==> config.mk <==
export PLATFORM = sky130hd
export DESIGN_NAME = shifting_array_list
export DESIGN_NICKNAME = d
export VERILOG_FILES = /design/src/rtl/sal_pkg.sv /design/src/rtl/sal_store.sv /design/src/rtl/shifting_array_list.sv
export SDC_FILE = /design/constraint.sdc
export NUM_CORES = 1
export LEC_CHECK = 0
export BUFFER_PORTS_ARGS = -buffer_cell sky130_fd_sc_hd__buf_2
export CAP_MARGIN = 20
export CORE_ASPECT_RATIO = 1.25
export CORE_MARGIN = 4
export CORE_UTILIZATION = 30
export DETAILED_ROUTE_END_ITERATION = 10
export GPL_ROUTABILITY_DRIVEN = 0
export SYNTH_ARGS = -nofsm -noshare
export SYNTH_HDL_FRONTEND = slang
export SYNTH_SLANG_ARGS = --single-unit
==> constraint.sdc <==
create_clock -name clk -period 6.18 [get_ports clk]
set_clock_uncertainty 0.15 [all_clocks]
set_input_delay 0.927 -clock clk [delete_from_list [all_inputs] [get_ports clk]]
set_output_delay 0.927 -clock clk [all_outputs]
set_load 0.02 [all_outputs]
==> src/rtl/sal_pkg.sv <==
// ----------------------------------------------------------------------------
// sal_pkg
// Shared constants, codes and types for the shifting array list.
// ----------------------------------------------------------------------------
package sal_pkg;

    localparam int CAPACITY = 16;
    localparam int IDX_W    = (CAPACITY > 2) ? $clog2(CAPACITY) : 1;
    localparam int CNT_W    = $clog2(CAPACITY + 1);
    localparam int DATA_W   = 32;
    localparam int REQ_W    = 3;
    localparam int POS_W    = 5;
    localparam int COUNT_W  = 5;
    localparam int STAT_W   = 2;
    localparam int CMP_W    = ((CNT_W > POS_W) ? CNT_W : POS_W) + 1;

    localparam logic [REQ_W-1:0] REQ_INSERT    = 3'd0;
    localparam logic [REQ_W-1:0] REQ_REMOVE    = 3'd1;
    localparam logic [REQ_W-1:0] REQ_READ      = 3'd2;
    localparam logic [REQ_W-1:0] REQ_OVERWRITE = 3'd3;
    localparam logic [REQ_W-1:0] REQ_APPEND    = 3'd4;
    localparam logic [REQ_W-1:0] REQ_CLEAR     = 3'd5;

    localparam logic [STAT_W-1:0] STATUS_OK      = 2'd0;
    localparam logic [STAT_W-1:0] STATUS_OOB     = 2'd1;
    localparam logic [STAT_W-1:0] STATUS_INVALID = 2'd2;
    localparam logic [STAT_W-1:0] STATUS_FULL    = 2'd3;

    typedef struct packed {
        logic              en;
        logic [IDX_W-1:0]  addr;
        logic [DATA_W-1:0] data;
    } sal_wr_t;

endpackage

==> src/rtl/sal_store.sv <==
// ----------------------------------------------------------------------------
// sal_store
// Entry store: one write port, one combinational read port, cleared at reset.
// ----------------------------------------------------------------------------
module sal_store (
    input  logic                          clk,
    input  logic                          rst_n,
    input  sal_pkg::sal_wr_t              wr,
    input  logic [sal_pkg::IDX_W-1:0]     raddr,
    output logic [sal_pkg::DATA_W-1:0]    rdata
);
    import sal_pkg::*;

    logic [DATA_W-1:0] entry_reg [CAPACITY];

    always_ff @(posedge clk or negedge rst_n)
    begin
        if (!rst_n)
        begin
            for (int i = 0; i < CAPACITY; i++)
            begin
                entry_reg[i] <= '0;
            end
        end
        else if (wr.en)
        begin
            entry_reg[wr.addr] <= wr.data;
        end
    end

    assign rdata = entry_reg[raddr];

endmodule

==> src/rtl/shifting_array_list.sv <==
// ----------------------------------------------------------------------------
// shifting_array_list
// Ordered list of signed 32-bit words with insert, remove, read, overwrite,
// append and clear, built on a one-entry-per-cycle shift sequencer.
//
// Usage:
//   Raise start with req_type, position and data_value while busy is low;
//   the word is taken at that edge and busy rises the next cycle.
//   One entry moves per cycle through the single store port. An insert
//   shifts the entries from position to the end up by one slot, last entry
//   first, then writes the new word at position and raises the count; a
//   remove shifts the entries after position down by one slot, then zeroes
//   the old last entry and lowers the count; clear zeroes each entry in turn,
//   then sets the count to zero; other and failed requests do no shifting.
//   done pulses for one cycle right after the sequencer ends, carrying status,
//   read_value and list_count; busy is already low then, so the next word may
//   be taken in that cycle. No new word is taken while busy is high.
//   The receiver cannot stall: each result is valid only while done is high.
//   Reset clears the store to zeros, the count to zero, and returns idle.
// ----------------------------------------------------------------------------
module shifting_array_list (
    input  logic                               clk,
    input  logic                               rst_n,
    input  logic                               start,
    output logic                               busy,
    input  logic [sal_pkg::REQ_W-1:0]          req_type,
    input  logic [sal_pkg::POS_W-1:0]          position,
    input  logic signed [sal_pkg::DATA_W-1:0]  data_value,
    output logic                               done,
    output logic [sal_pkg::STAT_W-1:0]         status,
    output logic signed [sal_pkg::DATA_W-1:0]  read_value,
    output logic [sal_pkg::COUNT_W-1:0]        list_count
);
    import sal_pkg::*;

    typedef enum logic [1:0] {
        ST_IDLE = 2'b01,
        ST_RUN  = 2'b10
    } state_t;

    state_t             state_reg, state_next;
    logic [REQ_W-1:0]   req_reg;
    logic [IDX_W-1:0]   idx_reg;
    logic [DATA_W-1:0]  val_reg;
    logic [STAT_W-1:0]  stat_reg, stat_next;
    logic [CNT_W-1:0]   cur_reg, cur_next;
    logic [CNT_W-1:0]   count_reg, count_next;
    logic               done_reg;
    logic [DATA_W-1:0]  rdout_reg, rdout_next;
    logic [STAT_W-1:0]  stout_reg;

    logic               accept;
    logic               finish;
    logic               pos_bad;
    logic [IDX_W-1:0]   idx_in;
    logic [CNT_W-1:0]   cur_init;
    logic [CMP_W-1:0]   pos_ext;
    logic [CMP_W-1:0]   cnt_ext;
    logic [IDX_W-1:0]   raddr;
    logic [DATA_W-1:0]  rdata;
    sal_wr_t            wr;

    sal_store u_store (
        .clk   (clk),
        .rst_n (rst_n),
        .wr    (wr),
        .raddr (raddr),
        .rdata (rdata)
    );

    assign accept  = start && (state_reg == ST_IDLE);
    assign pos_ext = CMP_W'(position);
    assign cnt_ext = CMP_W'(count_reg);
    assign pos_bad = (position == '0) || (pos_ext > CMP_W'(CAPACITY));
    assign idx_in  = pos_bad ? '0 : IDX_W'(position - POS_W'(1));

    // decode the request at acceptance
    always_comb
    begin
        stat_next = STATUS_OK;
        cur_init  = '0;
        case (req_type)
            REQ_INSERT:
            begin
                if (pos_bad)
                    stat_next = STATUS_OOB;
                else if (pos_ext > cnt_ext + CMP_W'(1))
                    stat_next = STATUS_INVALID;
                else if (cnt_ext >= CMP_W'(CAPACITY))
                    stat_next = STATUS_FULL;
                cur_init = count_reg;
            end
            REQ_REMOVE:
            begin
                if (pos_bad)
                    stat_next = STATUS_OOB;
                else if (pos_ext > cnt_ext)
                    stat_next = STATUS_INVALID;
                cur_init = CNT_W'(idx_in);
            end
            REQ_READ, REQ_OVERWRITE:
            begin
                if (pos_bad)
                    stat_next = STATUS_OOB;
            end
            REQ_APPEND:
            begin
                if (cnt_ext >= CMP_W'(CAPACITY))
                    stat_next = STATUS_FULL;
            end
            default:
            begin
                stat_next = STATUS_OK;
            end
        endcase
    end

    // one store move per cycle
    always_comb
    begin
        wr         = '0;
        raddr      = idx_reg;
        cur_next   = cur_reg;
        count_next = count_reg;
        rdout_next = '0;
        finish     = 1'b0;
        if (state_reg == ST_RUN)
        begin
            if (stat_reg != STATUS_OK)
            begin
                finish = 1'b1;
            end
            else
            begin
                case (req_reg)
                    REQ_INSERT:
                    begin
                        if (cur_reg > CNT_W'(idx_reg))
                        begin
                            raddr    = IDX_W'(cur_reg - CNT_W'(1));
                            wr.en    = 1'b1;
                            wr.addr  = IDX_W'(cur_reg);
                            wr.data  = rdata;
                            cur_next = cur_reg - CNT_W'(1);
                        end
                        else
                        begin
                            wr.en      = 1'b1;
                            wr.addr    = idx_reg;
                            wr.data    = val_reg;
                            count_next = count_reg + CNT_W'(1);
                            finish     = 1'b1;
                        end
                    end
                    REQ_REMOVE:
                    begin
                        if (CMP_W'(cur_reg) + CMP_W'(1) < CMP_W'(count_reg))
                        begin
                            raddr    = IDX_W'(cur_reg + CNT_W'(1));
                            wr.en    = 1'b1;
                            wr.addr  = IDX_W'(cur_reg);
                            wr.data  = rdata;
                            cur_next = cur_reg + CNT_W'(1);
                        end
                        else
                        begin
                            wr.en      = 1'b1;
                            wr.addr    = IDX_W'(count_reg - CNT_W'(1));
                            wr.data    = '0;
                            count_next = count_reg - CNT_W'(1);
                            finish     = 1'b1;
                        end
                    end
                    REQ_READ:
                    begin
                        rdout_next = rdata;
                        finish     = 1'b1;
                    end
                    REQ_OVERWRITE:
                    begin
                        wr.en   = 1'b1;
                        wr.addr = idx_reg;
                        wr.data = val_reg;
                        finish  = 1'b1;
                    end
                    REQ_APPEND:
                    begin
                        wr.en      = 1'b1;
                        wr.addr    = IDX_W'(count_reg);
                        wr.data    = val_reg;
                        count_next = count_reg + CNT_W'(1);
                        finish     = 1'b1;
                    end
                    REQ_CLEAR:
                    begin
                        if (cur_reg < count_reg)
                        begin
                            wr.en    = 1'b1;
                            wr.addr  = IDX_W'(cur_reg);
                            wr.data  = '0;
                            cur_next = cur_reg + CNT_W'(1);
                        end
                        else
                        begin
                            count_next = '0;
                            finish     = 1'b1;
                        end
                    end
                    default:
                    begin
                        finish = 1'b1;
                    end
                endcase
            end
        end
    end

    always_comb
    begin
        state_next = state_reg;
        case (state_reg)
            ST_IDLE:
            begin
                if (accept)
                    state_next = ST_RUN;
            end
            ST_RUN:
            begin
                if (finish)
                    state_next = ST_IDLE;
            end
            default:
            begin
                state_next = ST_IDLE;
            end
        endcase
    end

    always_ff @(posedge clk or negedge rst_n)
    begin
        if (!rst_n)
        begin
            state_reg <= ST_IDLE;
            count_reg <= '0;
            done_reg  <= 1'b0;
        end
        else
        begin
            state_reg <= state_next;
            count_reg <= count_next;
            done_reg  <= finish;
        end
    end

    always_ff @(posedge clk)
    begin
        if (accept)
        begin
            req_reg  <= req_type;
            idx_reg  <= idx_in;
            val_reg  <= data_value;
            stat_reg <= stat_next;
            cur_reg  <= cur_init;
        end
        else
        begin
            cur_reg <= cur_next;
        end
        if (finish)
        begin
            rdout_reg <= rdout_next;
            stout_reg <= stat_reg;
        end
    end

    assign busy       = (state_reg != ST_IDLE);
    assign done       = done_reg;
    assign status     = stout_reg;
    assign read_value = rdout_reg;
    assign list_count = COUNT_W'(count_reg);

endmodule

==> summary.md <==
| Metric | Value |
|---|---|
| GRT Overall Usage | 0.1564 |
| Multi-input gate area in the final layout | 0.01210 sq mm |
| Minimum clock period | 5.582 ns |
| Min-delay worst type | in2async |
| Via count | 18,860 |
| Mapped Area | 0.02842 sq mm |
| Antenna violations before repair | 2 |
| Area of the die | 0.09976 sq mm |
| Clock root cell | clkbuf_16 |
| Biggest area consumer among synthesized cells | dfrtp_1 |
| Critical Path End Type | register |
| Setup TNS | 0 ns |
| Max layer used | met5 |
| Setup violators final | 0 |
| Critical Path RT | 6.55 ns |
| N_diodes | 0 |
| Met2 Wirelength | 38.78 mm |
| # IOs | 84 |
| Vias in the first global route | 20,470 |
| Post_cts resized | 0 |
| Slew Limit Fails | 0 |
| Floorplan row count | 125 |
| Reg clk slew, reported paths | 0.07 ns |
| Postcts setup bufs | 0 |
| Worst slew margin relative to its limit | 0.2845 |
| Async SR Flop Fraction | 0.8667 |
| Seq/Total Area, Yosys | 0.5424 |
| Status | finished, final reports clean |
| P_leak | 0.01431 uW |
| Post-synth top area share | 0.4569 |
| Max H-tree Level | 2 |
| Ys Warns | 0 |
| Post-Syn Instances | 2,246 |
| R2r worst-path depth | 13 |
| Final WS setup | 0.5978 ns |
| Post-Place Setup Slack | 0.6295 ns |
| Clock Latency Late Sink | 0.65 ns |
| GRT overflow | 0 |
| Max Cap Violations | 0 |
| Wire per inst | 22.65 microns |
| Core Region | 0.09353 sq mm |
| RSZ-0062 raised after global routing | no |
| Global-route wire length before repair | 123.0 mm |
| Number of flip-flops under the largest register name | 512 |
| Type of the worst setup path | reg2reg |
| Routed wire length | 79.49 mm |
| Starting Density | 0.3039 |
| Post-synth top cells | dfrtp_1, mux2_2, nand2_1 |
| Syn Area/Cell | 12.65 sq um |
| Sequential cell area | 0.01542 sq mm |
| CTS tree | built |
| # DRC | 0 |
| Critical path launch point type | register |
| Pin count of the biggest net entering global routing | 195 |
| Final Power | 8551 uW |
| Die H | 352.1 microns |
| Post-synth EDFFs | 80 |
| Chip width | 283.3 microns |
| Final Hold Slack | 0.02693 ns |
| Reg2reg end | u_store.entry_reg[235]$_DFFE_PN0P_ |
| Final HPWL DP | 44.50 mm |
| Maximum clock frequency | 0.1791 GHz |
| CP Max Fanout | 89 |
| PwrDens | 266.4 mW/mm^2 |
| Mapped Nets | 2,317 |
| Port bufs | 83 |
| Slew @ Worst Pin | 1.073 ns |
| Reg-to-reg startpoint | cur_reg[0]$_DFFE_PP_ |
| Placed cell count | 3,396 |
| Critical Path AT | 5.95 ns |
| Reg2Reg Setup Slack | 0.60 ns |
| DR pass1 iterations | 5 |
| WL met3 | 3.546 mm |
| Primary FF master, synth | dfrtp_1 |
| # fillers | 9,112 |
| Starting DRT DRC Count | 1,359 |
| WL met1 | 34.64 mm |
| Final Cycle Share | 0.9033 |
| Post-Layout Cell Count | 3,510 |
| Top-count cell post-synth | dfrtp_1 |
| Post-route ant nets | 0 |
| CTS sink cnt | 600 |
| Hold buffers post-CTS | 0 |
| Most area-consuming cells after synthesis | dfrtp_1, mux2_2, edfxtp_1 |
| Final nets | 2,324 |
| Yosys reg bits | 600 |
| Layout area overhead | 12.94% |
| Yosys cell types | 57 |
| Cts bufs inserted | 59 |
| Final Hold Vio Count | 0 |
| Peak VDD IR | 0.2270 mV |
| Fraction of layout cells with a size suffix above 1 | 0.3681 |
| Bufs on Longest Clock Path | 3 |
| Via density | 5.372 |
-- metal layers --
| layer | GRT usage | up-vias |
|---|---|---|
| met5 | 0 | - |
| met4 | 0.05225 | 2 |
| met3 | 0.02275 | 161 |
| met2 | 0.2675 | 526 |
| met1 | 0.2037 | 9936 |
| li1 | - | 8232 |
-- area by class of cell --
type | count | area share
Clock inverter | 17 | 0.004054
Sequential cell | 600 | 0.4803
Inverter | 26 | 0.003040
Multi-Input combinational cell | 1425 | 0.3768
Clock buffer | 95 | 0.05531
Timing Repair Buffer | 141 | 0.03352
Tap cell | 1206 | 0.04701
-- worst max-delay path by stage --
stage	depth (start not counted)	from	to	slack, ns
after floorplan	9	cur_reg[0]$_DFFE_PP_	read_value[0]$_SDFFCE_PP0P_	1.77
final	13	cur_reg[0]$_DFFE_PP_	u_store.entry_reg[235]$_DFFE_PN0P_	0.60
after detailed placement	13	cur_reg[0]$_DFFE_PP_	u_store.entry_reg[363]$_DFFE_PN0P_	0.63
after global routing	13	cur_reg[0]$_DFFE_PP_	u_store.entry_reg[235]$_DFFE_PN0P_	0.27
after global placement	13	cur_reg[0]$_DFFE_PP_	u_store.entry_reg[459]$_DFFE_PN0P_	0.75
after CTS	13	cur_reg[0]$_DFFE_PP_	u_store.entry_reg[235]$_DFFE_PN0P_	0.59
-- per-stage QoR --
step | utilization | cell area, sq um
global placement | 0.3222 | 30140
CTS | 0.3426 | 32040
floorplan | - | 28420
finish | 0.3432 | 32100
detailed placement | 0.3222 | 30140
global route | 0.3432 | 32100
-- cell families (layout without fill, tap and decap cells) --
kind of cell / Yosys count / after routing / share of synthesized area
mux: 617 / 617 / 0.2404
fa+ha+maj: 28 / 28 / 0.01233
xor+xnor: 15 / 15 / 0.004622
flops: 600 / 600 / 0.5424
compound gates: 398 / 398 / 0.09852
buf+inv: 221 / 279 / 0.03843
simple gates: 367 / 367 / 0.06326
-- power by group --
part,switching [uW],total [uW],internal [uW]
Combinational,603,873,270
Sequential,56.8,4110,4060
Clock,1560,3560,2010
Total,2220,8550,6330
-- layout by cell type, fill, tap and decap left out, types with 6 or more instances in the layout --
cell and count:
a21oi_1 164, a221oi_1 131, buf_12 14, buf_2 82, buf_4 42, clkbuf_1 23
clkbuf_16 62, clkbuf_8 10, clkinv_2 12, dfrtp_1 519, edfxtp_1 80, ha_1 28
inv_1 26, mux2_2 512, mux2i_1 103, nand2_1 216, nand3_1 13, nor2_1 55
nor3_1 10, nor4_2 37, o21ai_0 20, o21ai_2 32, o22ai_1 6, xnor2_1 14
-- critical path, cell delays in order (launching register included) --
cell       delay [ns]
edfxtp_1         0.53
inv_1            0.19
ha_1             0.44
ha_1             0.35
a2111oi_4        0.33
o221ai_2         0.26
a221o_4          0.46
mux2_8           0.75
buf_4            0.42
mux2i_1          0.24
a221oi_1         0.13
nor4_2           0.46
o21ai_2          0.26
mux2_2           0.35
Note: power is estimated with default switching activity, not from simulation.
